### src/hw/rtl/mcf_pkg.sv
// Shared types, constants and coefficient tables of the candle flicker generator.
package mcf_pkg;

    // Filter coefficients, all unsigned Q0.32.
    typedef struct packed {
        logic [31:0] spring;
        logic [31:0] damping;
        logic [31:0] scale;
    } coef_t;

    // What the mode controller hands to the filters and the result path for one request.
    typedef struct packed {
        coef_t       fast;
        coef_t       slow;
        logic [2:0]  mode;
    } mode_out_t;

    // One result as it sits in the output buffer.
    typedef struct packed {
        logic [15:0] brightness;
        logic [2:0]  flicker_mode;
    } result_t;

    // Configuration register indexes.
    localparam logic [0:0] REG_HOLD_TICKS        = 1'b0;
    localparam logic [0:0] REG_BRIGHTNESS_OFFSET = 1'b1;

    localparam logic [15:0] HOLD_TICKS_RESET        = 16'd100;
    localparam logic [15:0] BRIGHTNESS_OFFSET_RESET = 16'd39322;

    // Number of rows and columns the transition table is laid out for.
    localparam int TABLE_DIM = 8;

    // Running sums of the transition weights along each row. A pick selects the first
    // column whose running sum exceeds it; a pick past the end of the row selects mode 0.
    localparam logic [6:0] TRANS_CUM [TABLE_DIM][TABLE_DIM] = '{
        '{7'd70, 7'd87, 7'd96, 7'd99, 7'd100, 7'd100, 7'd100, 7'd100},
        '{7'd30, 7'd85, 7'd95, 7'd99, 7'd100, 7'd100, 7'd100, 7'd100},
        '{7'd7,  7'd22, 7'd92, 7'd98, 7'd100, 7'd100, 7'd100, 7'd100},
        '{7'd7,  7'd25, 7'd45, 7'd95, 7'd100, 7'd100, 7'd100, 7'd100},
        '{7'd10, 7'd40, 7'd68, 7'd88, 7'd90,  7'd90,  7'd90,  7'd90},
        '{7'd0,  7'd0,  7'd0,  7'd0,  7'd0,   7'd0,   7'd0,   7'd0},
        '{7'd0,  7'd0,  7'd0,  7'd0,  7'd0,   7'd0,   7'd0,   7'd0},
        '{7'd0,  7'd0,  7'd0,  7'd0,  7'd0,   7'd0,   7'd0,   7'd0}
    };

    // Fast filter coefficients per mode. Unused modes repeat the calm mode.
    function automatic coef_t fast_coef(input logic [2:0] mode);
        coef_t c;
        case (mode)
            3'd1:    c = '{spring: 32'd34359738,  damping: 32'd257698038, scale: 32'd1288490};
            3'd2:    c = '{spring: 32'd85899346,  damping: 32'd171798692, scale: 32'd4294967};
            3'd3:    c = '{spring: 32'd214748365, damping: 32'd85899346,  scale: 32'd8589935};
            3'd4:    c = '{spring: 32'd858993459, damping: 32'd42949673,  scale: 32'd42949673};
            default: c = '{spring: 32'd4294967,   damping: 32'd343597384, scale: 32'd0};
        endcase
        return c;
    endfunction

    // Slow filter coefficients per mode. Unused modes repeat the calm mode.
    function automatic coef_t slow_coef(input logic [2:0] mode);
        coef_t c;
        case (mode)
            3'd1:    c = '{spring: 32'd429497,  damping: 32'd42949673, scale: 32'd128849};
            3'd2:    c = '{spring: 32'd1288490, damping: 32'd42949673, scale: 32'd214748};
            3'd3:    c = '{spring: 32'd2147484, damping: 32'd42949673, scale: 32'd300648};
            3'd4:    c = '{spring: 32'd4294967, damping: 32'd42949673, scale: 32'd429497};
            default: c = '{spring: 32'd42950,   damping: 32'd42949673, scale: 32'd21475};
        endcase
        return c;
    endfunction

endpackage

### src/hw/rtl/mcf_out_buf.sv
// Two-entry output buffer: result register plus skid register.
module mcf_out_buf (
    input  logic             clk,
    input  logic             rst_n,
    input  logic             push,
    input  mcf_pkg::result_t push_result,
    output logic             full,
    output logic             out_valid,
    input  logic             out_stall,
    output mcf_pkg::result_t out_result
);
    import mcf_pkg::*;

    logic    out_valid_reg;
    logic    skid_valid_reg;
    result_t out_data_reg;
    result_t skid_data_reg;
    logic    pop;

    assign pop        = out_valid_reg && !out_stall;
    assign full       = skid_valid_reg;
    assign out_valid  = out_valid_reg;
    assign out_result = out_data_reg;

    always_ff @(posedge clk or negedge rst_n)
    begin
        if (!rst_n)
        begin
            out_valid_reg  <= 1'b0;
            skid_valid_reg <= 1'b0;
        end
        else if (skid_valid_reg)
        begin
            if (pop)
            begin
                skid_valid_reg <= 1'b0;
            end
        end
        else if (push)
        begin
            if (out_valid_reg && !pop)
            begin
                skid_valid_reg <= 1'b1;
            end
            else
            begin
                out_valid_reg <= 1'b1;
            end
        end
        else if (pop)
        begin
            out_valid_reg <= 1'b0;
        end
    end

    always_ff @(posedge clk)
    begin
        if (skid_valid_reg)
        begin
            if (pop)
            begin
                out_data_reg <= skid_data_reg;
            end
        end
        else if (push)
        begin
            if (out_valid_reg && !pop)
            begin
                skid_data_reg <= push_result;
            end
            else
            begin
                out_data_reg <= push_result;
            end
        end
    end

    // The skid register only fills behind a waiting result.
    a_skid_behind_out: assert property (@(posedge clk) disable iff (!rst_n)
        skid_valid_reg |-> out_valid_reg)
        else $error("skid entry without a result in front");

    // A request arriving behind a stalled result is parked, not dropped.
    a_push_parked: assert property (@(posedge clk) disable iff (!rst_n)
        push && out_valid_reg && out_stall |=> skid_valid_reg)
        else $error("request lost behind a stalled result");

    // A parked result stays while the output is stalled.
    a_skid_held: assert property (@(posedge clk) disable iff (!rst_n)
        skid_valid_reg && out_stall |=> skid_valid_reg)
        else $error("parked result lost during stall");

endmodule

### config.mk
export PLATFORM = sky130hd
export DESIGN_NAME = mcf_out_buf
export DESIGN_NICKNAME = d
export VERILOG_FILES = /design/src/hw/rtl/mcf_pkg.sv /design/src/hw/rtl/mcf_out_buf.sv
export SDC_FILE = /design/constraint.sdc
export NUM_CORES = 1
export LEC_CHECK = 0
export BUFFER_PORTS_ARGS = -buffer_cell sky130_fd_sc_hd__buf_2
export CAP_MARGIN = 0
export CORE_AREA = 2 2 58 60
export DETAILED_ROUTE_END_ITERATION = 16
export DIE_AREA = 0 0 60 62
export PLACE_DENSITY = 0.75
export SYNTH_ARGS = -nofsm -noshare
export SYNTH_HDL_FRONTEND = slang
export SYNTH_SLANG_ARGS = --single-unit
### constraint.sdc
create_clock -name clk -period 5.8 [get_ports clk]
set_input_delay 0.58 -clock clk [delete_from_list [all_inputs] [get_ports clk]]
set_output_delay 0.58 -clock clk [all_outputs]
set_load 0.05 [all_outputs]
==> impl_metrics.json <==
{
  "status": "completed",
  "yosysSeqAreaShare": 0.8075,
  "grt_use_total": 0.1391,
  "max-slew-margin-rel": 0.3079,
  "power.internal_uw": 613.6,
  "combPwrFrac": 0.374,
  "ctsRootBufferMaster": "clkbuf_4",
  "routabilityCongestion": 0.6643,
  "io_buffer_count": 43,
  "utilization": 0.5718,
  "p_leak_nw": 0.6914,
  "initial_core_util": 0.4640,
  "regArea_um2": 1191,
  "seqPwrFrac": 0.453,
  "slew_viol_final": 0,
  "worstReg2RegEnd": "out_result[0]",
  "rows": 21,
  "period_needed_ns": 2.359,
  "syn2layout_area_growth_pct": 23.24,
  "peakVddDrop_v": 0.0003211,
  "max_freq_mhz": 423.9,
  "grt_pass1_vias": 702,
  "worst_pin_slew_ns": 1.032,
  "setup_viol": 0,
  "synthDistinctLibCells": 11,
  "clock_sinks": 40,
  "die_height_um": 62,
  "dieArea_um2": 3720,
  "nFillCells": 251,
  "netlist_area_um2": 1475,
  "yosysWarnings": 0,
  "min_to": "skid_data_reg[10]",
  "via_per_inst": 4.790,
  "required_ns": 5.78,
  "dpl_cell_area_um2": 1732,
  "cts_resized": 0,
  "endpoint_kind": "flop",
  "synth.net_count": 94,
  "fin_area_um2": 1818,
  "r2r_slack_ns": 3.44,
  "clk_latency_ns": 0.34,
  "io_pins": 44,
  "h-tree-depth": 2,
  "grt_pass1_wl_um": 3470,
  "antennaDiodeCount": 0,
  "antenna_found_initial": 0,
  "multi_input_area_um2": 264.0,
  "r2r.worst_path.cells": 2,
  "rr_startpoint": "full",
  "hold_start": "push_result[10]",
  "fin_crit_sh": 0.4067,
  "cp-start-kind": "flop",
  "net-switching-power_uw": 416.4,
  "arrival_ns": 2.34,
  "rsz0062_at_grt": "no",
  "cap_violations": 0,
  "cts_buffers": 5,
  "skew_ns": 0.003382,
  "drt_pass1_iterations": 4,
  "hold_class": "primary input to flop",
  "grt_overflow": 0,
  "synthesis.instances": 71,
  "drtIter0Drc": 28,
  "route.detailed.drc": 0,
  "die_w_um": 60,
  "p_clk_frac": 0.173,
  "cts_tree": "yes",
  "ys_ff_latch": 40,
  "grt_max_degree": 25,
  "path_class": "flop to flop",
  "routed-via-count": 800,
  "nNetsFinal": 143,
  "min_path_cells": 1,
  "ant_nets": 0,
  "setup_tns_ns": 0,
  "p_sw_frac": 0.4043,
  "core_um2": 3179,
  "drt-total-wl_um": 2401,
  "detail_route.wl_per_cell_um": 14.38,
  "clkSlewWorstSetupHoldPaths_ns": 0.11,
  "avgSynthCellArea_um2": 20.78,
  "cts_buffer_depth": 2,
  "powerDensity_nw_per_um2": 566.6,
  "hold_viol_final": 0,
  "place_hpwl_um": 1579,
  "final_layout_size_suffix_gt1_frac": 0.5868,
  "critPathMaxFanout": 24
}
## metal layers
layer | vias up | wire length [µm] | GRT usage
li1 | 373 | - | -
met1 | 382 | 997 | 0.1701
met2 | 41 | 1175 | 0.2096
met3 | 4 | 201 | 0.06004
met4 | 0 | 27 | 0.07619
met5 | - | 0 | 0
## cell usage in the layout, fill, tap and decap left out
cell type	count
mux2_2	19
a21oi_1	2
edfxtp_1	38
nand2_1	3
inv_1	1
o21ai_0	1
bufinv_16	1
dfrtp_1	2
buf_2	43
clkbuf_1	1
a21boi_2	1
clkinv_2	1
nor2_2	1
dlygate4sd3_1	1
clkbuf_4	5
nand2b_1	1
## critical path, stage by stage, from the launching register on
cell and delay, ns:
dfrtp_1 0.95, nand2_1 0.17, a21boi_2 0.86
## cell type report
type,count,share of cell area
clock buffer,6,0.02271
clock inverter,2,0.01927
inverter,1,0.002065
multi-input combinational,28,0.1452
sequential,40,0.6552
tap,46,0.03166
timing repair buffer,44,0.1239
## power by group through the flow
stage | logic [mW] | registers (mW) | clock network (mW)
floorplan | 0.123 | 0.662 | 0
global placement | 0.381 | 0.470 | 0
detailed placement | 0.385 | 0.473 | 0
CTS | 0.389 | 0.467 | 0.181
global route | 0.405 | 0.478 | 0.193
finish | 0.385 | 0.466 | 0.178
## kinds of logic (layout without fill, tap and decap cells)
kind of cell	count (synthesis)	after routing	share of synthesized area
multiplexers	19	19	0.1450
flip-flops	40	40	0.8075
AND/OR/NAND/NOR	5	5	0.01442
AO/OA/AOI/OAI	4	4	0.01527
buffers and inverters	3	53	0.01781
## synthesized netlist by cell type, drive strengths merged
library cell  count  area share
o21ai             1      0.0034
inv               1      0.0025
a21oi             2      0.0068
nand2b            1      0.0042
mux2             19        0.15
a21boi            1      0.0051
dfrtp             2       0.034
buf               2       0.015
nand2             3      0.0076
nor2              1      0.0025
edfxtp           38        0.77
## worst max path at each step
stage               start             end  cells after the start
finish               full   out_result[0]                      2
CTS                  full  out_result[12]                      2
global route         full  out_result[10]                      2
global placement     full   out_result[0]                      2
floorplan            full   out_result[0]                      3
detailed placement   full   out_result[3]                      2
## stage by stage
stage | hold WS [ns] | power, mW | instances | setup WS, ns
floorplan | 0.2844 | 0.7846 | 71 | 3.490
global placement | 0.3646 | 0.8517 | 158 | 3.569
detailed placement | 0.3677 | 0.8587 | 158 | 3.496
CTS | 0.4094 | 1.037 | 167 | 3.429
global route | 0.4021 | 1.075 | 167 | 3.276
finish | 0.4234 | 1.030 | 167 | 3.441
## repair_timing
| action | in CTS | in global routing |
|---|---|---|
| hold endpoints to repair | 2 | 0 |
| buffers inserted | 0 | 0 |
| hold buffers | 1 | 0 |
No activity file was read; power rests on OpenSTA's default activity.
