File: src/hw/rtl/mcf_pkg.sv
// Shared types, constants and coefficient tables of the candle flicker generator.
package mcf_pkg;

    // Filter coefficients, all unsigned Q0.32.
    typedef struct packed {
        logic [31:0] spring;
        logic [31:0] damping;
        logic [31:0] scale;
    } coef_t;

    // What the mode controller hands to the filters and the result path for one request.
    typedef struct packed {
        coef_t       fast;
        coef_t       slow;
        logic [2:0]  mode;
    } mode_out_t;

    // One result as it sits in the output buffer.
    typedef struct packed {
        logic [15:0] brightness;
        logic [2:0]  flicker_mode;
    } result_t;

    // Configuration register indexes.
    localparam logic [0:0] REG_HOLD_TICKS        = 1'b0;
    localparam logic [0:0] REG_BRIGHTNESS_OFFSET = 1'b1;

    localparam logic [15:0] HOLD_TICKS_RESET        = 16'd100;
    localparam logic [15:0] BRIGHTNESS_OFFSET_RESET = 16'd39322;

    // Number of rows and columns the transition table is laid out for.
    localparam int TABLE_DIM = 8;

    // Running sums of the transition weights along each row. A pick selects the first
    // column whose running sum exceeds it; a pick past the end of the row selects mode 0.
    localparam logic [6:0] TRANS_CUM [TABLE_DIM][TABLE_DIM] = '{
        '{7'd70, 7'd87, 7'd96, 7'd99, 7'd100, 7'd100, 7'd100, 7'd100},
        '{7'd30, 7'd85, 7'd95, 7'd99, 7'd100, 7'd100, 7'd100, 7'd100},
        '{7'd7,  7'd22, 7'd92, 7'd98, 7'd100, 7'd100, 7'd100, 7'd100},
        '{7'd7,  7'd25, 7'd45, 7'd95, 7'd100, 7'd100, 7'd100, 7'd100},
        '{7'd10, 7'd40, 7'd68, 7'd88, 7'd90,  7'd90,  7'd90,  7'd90},
        '{7'd0,  7'd0,  7'd0,  7'd0,  7'd0,   7'd0,   7'd0,   7'd0},
        '{7'd0,  7'd0,  7'd0,  7'd0,  7'd0,   7'd0,   7'd0,   7'd0},
        '{7'd0,  7'd0,  7'd0,  7'd0,  7'd0,   7'd0,   7'd0,   7'd0}
    };

    // Fast filter coefficients per mode. Unused modes repeat the calm mode.
    function automatic coef_t fast_coef(input logic [2:0] mode);
        coef_t c;
        case (mode)
            3'd1:    c = '{spring: 32'd34359738,  damping: 32'd257698038, scale: 32'd1288490};
            3'd2:    c = '{spring: 32'd85899346,  damping: 32'd171798692, scale: 32'd4294967};
            3'd3:    c = '{spring: 32'd214748365, damping: 32'd85899346,  scale: 32'd8589935};
            3'd4:    c = '{spring: 32'd858993459, damping: 32'd42949673,  scale: 32'd42949673};
            default: c = '{spring: 32'd4294967,   damping: 32'd343597384, scale: 32'd0};
        endcase
        return c;
    endfunction

    // Slow filter coefficients per mode. Unused modes repeat the calm mode.
    function automatic coef_t slow_coef(input logic [2:0] mode);
        coef_t c;
        case (mode)
            3'd1:    c = '{spring: 32'd429497,  damping: 32'd42949673, scale: 32'd128849};
            3'd2:    c = '{spring: 32'd1288490, damping: 32'd42949673, scale: 32'd214748};
            3'd3:    c = '{spring: 32'd2147484, damping: 32'd42949673, scale: 32'd300648};
            3'd4:    c = '{spring: 32'd4294967, damping: 32'd42949673, scale: 32'd429497};
            default: c = '{spring: 32'd42950,   damping: 32'd42949673, scale: 32'd21475};
        endcase
        return c;
    endfunction

endpackage

File: src/hw/rtl/mcf_mode_ctrl.sv
// Tick counter, Markov mode register and coefficient selection.
module mcf_mode_ctrl #(
    parameter int MODE_COUNT = 5
) (
    input  logic               clk,
    input  logic               rst_n,
    input  logic               accept,
    input  logic [15:0]        hold_ticks,
    input  logic [6:0]         uniform_pick,
    output mcf_pkg::mode_out_t mode_out
);
    import mcf_pkg::*;

    localparam int MODE_W = (MODE_COUNT > 1) ? $clog2(MODE_COUNT) : 1;

    logic [15:0]       tick_count_reg;
    logic [15:0]       tick_count_next;
    logic [MODE_W-1:0] mode_reg;
    logic [MODE_W-1:0] mode_next;
    logic              loaded_reg;
    logic              loaded_next;
    logic              switch_now;
    logic [2:0]        row;
    logic [MODE_W-1:0] pick_mode;

    // The lowest column whose running sum exceeds the pick wins, hence the descending scan.
    always_comb
    begin
        row       = 3'(mode_reg);
        pick_mode = '0;
        for (int i = MODE_COUNT - 1; i >= 0; i--)
        begin
            if (uniform_pick < TRANS_CUM[row][3'(i)])
            begin
                pick_mode = MODE_W'(i);
            end
        end
    end

    always_comb
    begin
        switch_now = (tick_count_reg == hold_ticks);
        if (switch_now)
        begin
            tick_count_next = '0;
            mode_next       = pick_mode;
            loaded_next     = 1'b1;
        end
        else
        begin
            tick_count_next = tick_count_reg + 16'd1;
            mode_next       = mode_reg;
            loaded_next     = loaded_reg;
        end
    end

    always_comb
    begin
        mode_out.mode = 3'(mode_next);
        if (loaded_next)
        begin
            mode_out.fast = fast_coef(3'(mode_next));
            mode_out.slow = slow_coef(3'(mode_next));
        end
        else
        begin
            mode_out.fast = '0;
            mode_out.slow = '0;
        end
    end

    always_ff @(posedge clk or negedge rst_n)
    begin
        if (!rst_n)
        begin
            tick_count_reg <= '0;
            mode_reg       <= '0;
            loaded_reg     <= 1'b0;
        end
        else if (accept)
        begin
            tick_count_reg <= tick_count_next;
            mode_reg       <= mode_next;
            loaded_reg     <= loaded_next;
        end
    end

    // Once coefficients are loaded they stay loaded.
    a_loaded_sticky: assert property (@(posedge clk) disable iff (!rst_n)
        loaded_reg |=> loaded_reg)
        else $error("coefficient load flag cleared");

    // A mode switch restarts the tick count.
    a_switch_restarts: assert property (@(posedge clk) disable iff (!rst_n)
        accept && switch_now |=> tick_count_reg == 16'd0)
        else $error("tick count not restarted on mode switch");

    // No mode other than the calm one before the first switch.
    a_calm_until_loaded: assert property (@(posedge clk) disable iff (!rst_n)
        !loaded_reg |-> mode_reg == '0)
        else $error("mode moved before the first switch");

endmodule

File: config.mk
export PLATFORM = sky130hd
export DESIGN_NAME = mcf_mode_ctrl
export DESIGN_NICKNAME = d
export VERILOG_FILES = /design/src/hw/rtl/mcf_pkg.sv /design/src/hw/rtl/mcf_mode_ctrl.sv
export SDC_FILE = /design/constraint.sdc
export NUM_CORES = 1
export LEC_CHECK = 0
export CAP_MARGIN = 20
export CORE_MARGIN = 4
export CORE_UTILIZATION = 26
export DETAILED_ROUTE_END_ITERATION = 6
export DONT_BUFFER_PORTS = 1
export GPL_TIMING_DRIVEN = 0
export SYNTH_ARGS = -nofsm -noshare
export SYNTH_HDL_FRONTEND = slang
export SYNTH_SLANG_ARGS = --single-unit
File: constraint.sdc
create_clock -name clk -period 4.2 [get_ports clk]
set_input_delay 0.42 -clock clk [delete_from_list [all_inputs] [get_ports clk]]
set_output_delay 0.42 -clock clk [all_outputs]
set_load 0.02 [all_outputs]
==> impl_metrics.json <==
{
  "area_delta_synth_final_pct": 23.2,
  "startpoint_type": "register",
  "grt_pass1_vias": 2511,
  "drive_above_1_share_pct": 46.1,
  "grt_max_degree": 21,
  "drt_iter0_markers": 91,
  "clock-sinks": 20,
  "fin_crit_ps": 4100,
  "grtUsageTotal_pct": 11.7,
  "powerDensity_nw_per_um2": 162,
  "dr.pass1.iters": 4,
  "finalCritPeriodShare_pct": 97.6,
  "hp-start": "uniform_pick[6]",
  "htree_levels": 1,
  "clk-insertion-delay-late_ps": 250,
  "r2r_slack_ps": 1570,
  "utilization_pct": 32.7,
  "whs_endpoint": "mode_reg[1]",
  "slew_violations": 0,
  "cellLeakagePower_nw": 2.16,
  "n_antenna_cell": 0,
  "stdcell_count": 669,
  "syn_avg_cell_area_um2": 7.94,
  "setup_viol": 0,
  "wl_per_cell_um": 14.3,
  "ys_seq_area_share_pct": 14.9,
  "dp.cells": 653,
  "fmax_mhz": 244,
  "synth_top_family_by_area": "buffers and inverters",
  "cp_max_fo": 6,
  "largest_reg_flops": 16,
  "worst_pin_slew_ps": 1050,
  "timing.rr.start": "tick_count_reg[2]",
  "skew_ps": 2.30,
  "via_count": 2725,
  "synth_edf_count": 0,
  "ys_types": 53,
  "hold_viol_final": 0,
  "cts-buffers-inserted": 3,
  "synth.cell_area_um2": 3350,
  "power_uw": 670,
  "hpwl_mm": 7.88,
  "crit_path_end_kind": "primary output",
  "rows": 41,
  "io_buffers": 0,
  "place.gp.congestion": 0.768,
  "hold-path-cell-count": 3,
  "yosysTopAreaCell": "buf_4",
  "worst_r2r_path_depth": 8,
  "die_y_um": 122,
  "rsz0062_at_grt": "yes",
  "root_buffer": "clkbuf_16",
  "cp.required_ps": 3780,
  "async_flop_share_pct": 100,
  "crit_arrival_ps": 3680,
  "antenna_found_initial": 0,
  "synth-adder-area-share_pct": 10.1,
  "irDropWorstVdd_mv": 0.167,
  "postRouteWirelength_mm": 9.57,
  "ioPinCount": 221,
  "crit_chain": "inv_2 -> ha_1 -> or2_2 -> and2_1 -> ha_1 -> o21ai_0 -> o21a_1 -> o21a_1 -> o311ai_2 -> a22oi_2 -> buf_4 -> or2_2 -> a21oi_4 -> buf_4",
  "postSynthCellCount": 422,
  "ys_dominant_reg_cell": "dfrtp_1",
  "hp-class": "in -> reg",
  "synth_top_area_share_pct": 36.7,
  "cp_slowest_stage_delay_ps": 390,
  "grt_pass1_wl_mm": 13.8,
  "ant_nets": 0,
  "synth.ff_latch_count": 20,
  "hold_slack_ps": 509,
  "crit_path_top_delay_cell": "dfrtp_2",
  "synth_compound_area_share_pct": 12.2,
  "initial_core_util_pct": 26.6,
  "ys_warn_count": 0,
  "clk_pin_slew_ps": 50,
  "fp.dieArea_um2": 14800,
  "avgViaCountPerCell": 4.07,
  "r2r-end": "tick_count_reg[11]",
  "die-width_um": 122,
  "synth_mux_area_share_pct": 1.23,
  "path_class": "reg -> out",
  "drc_errors": 0,
  "nNetsFinal": 552,
  "synth_simple_gate_area_share_pct": 15.0,
  "core_um2": 12600,
  "cts_tree": "built",
  "synth_top_cells_by_area": "buf_4 37%, dfrtp_1 15%, ha_1 10%, xor2_1 6.5%, nor2_1 3.5%",
  "drv_cap": 0,
  "setup_tns_ps": 0,
  "synthXorXnorAreaFrac_pct": 7.58,
  "maxSlewHeadroom_pct": 30.2,
  "clock_tree.buffer_depth": 2,
  "grt_overflow": 0,
  "outcome": "finished, final reports clean"
}
[per-stage QoR]
stage	area [µm²]	setup WS (ps)
after global routing	4130	-69.5
after global placement	3780	-916
after detailed placement	3790	-494
after floorplan	3560	124
final	4130	98.8
after CTS	4020	-56.7
[layer usage]
| layer | GRT usage, % | vias up | share of wire [%] | routed length, µm |
|---|---|---|---|---|
| met2 | 21.1 | 149 | 50 | 4820 |
| met4 | 1.26 | 0 | 0.40 | 38 |
| met1 | 14.6 | 1222 | 39 | 3770 |
| met3 | 2.61 | 6 | 9.8 | 938 |
| li1 | - | 1348 | - | - |
| met5 | 0 | - | 0 | 0 |
[synth_stat cells (all sizes together) (2+ instances only)]
| master | instances |
|---|---|
| a21oi | 10 |
| mux2i | 3 |
| a22oi | 2 |
| a21o | 2 |
| buf | 166 |
| a211oi | 3 |
| inv | 10 |
| o2111ai | 2 |
| o21a | 8 |
| dfrtp | 20 |
| nand4 | 3 |
| nand2b | 2 |
| nor4 | 6 |
| o31ai | 2 |
| xnor2 | 4 |
| nand2 | 24 |
| clkbuf | 3 |
| and2 | 7 |
| o311a | 2 |
| o21ai | 17 |
| nor4b | 2 |
| nand3 | 13 |
| xor2 | 25 |
| nor2b | 3 |
| nor2 | 31 |
| or2 | 6 |
| o211ai | 2 |
| ha | 27 |
[power by group]
part / internal [mW] / total, mW / switching, mW / leakage, nW
Clock: 0.125 / 0.193 / 0.0679 / 0.0370
Combinational: 0.0990 / 0.219 / 0.120 / 1.87
Sequential: 0.216 / 0.258 / 0.0415 / 0.249
Total: 0.441 / 0.670 / 0.230 / 2.16
[how the worst max path moves through the flow]
stage	startpoint	end	slack [ps]	depth (start not counted)
2_1_floorplan	mode_reg[0]	mode_out[139]	120	12
3_3_place_gp	mode_reg[2]	mode_out[76]	-920	13
3_5_place_dp	mode_reg[2]	mode_out[139]	-490	14
4_1_cts	mode_reg[2]	mode_out[139]	-60	14
5_1_grt	tick_count_reg[2]	mode_out[185]	-70	11
6_report	mode_reg[0]	mode_out[102]	100	14
[layout by cell type (no fill, tap or decap), drive strengths merged, types with 10 or more instances in the layout]
cell type / instances
dfrtp: 20
o21ai: 17
ha: 27
nand2: 24
buf: 180
conb: 58
nand3: 13
xor2: 25
a21oi: 10
nor2: 31
[logic make-up (layout without fill, tap and decap cells)]
logic type      Yosys count  after routing
buf+inv                 180            198
other cells               1             58
fa+ha+maj                27             27
mux                       4              4
simple gates            103            103
flops                    20             20
xor+xnor                 29             29
compound gates           58             58
[final cells by class]
cell class,count,area (µm²)
Clock buffer,3,75.1
Timing Repair Buffer,15,119
Multi-Input combinational cell,279,1900
Inverter,11,50.0
Fill cell,1361,8490
Tap cell,172,215
Buffer,169,1260
Sequential cell,20,504
[what timing repair did]
action	CTS	global route
endpoints found under the setup margin	89	77
setup buffers	6	6
endpoints found under the hold margin	20	0
gates resized for setup	28	21
hold buffers	1	0
pin swaps	2	5
[worst max-delay path, delay by kind of cell, from the launching register on]
kind / cells / cell delay (ps)
buffers and inverters: 3 / 510
flip-flops: 1 / 390
AO/OA/AOI/OAI: 6 / 1290
adder cells (fa/ha/maj): 2 / 490
AND/OR/NAND/NOR: 3 / 740
(Power assumes the default switching activity.)
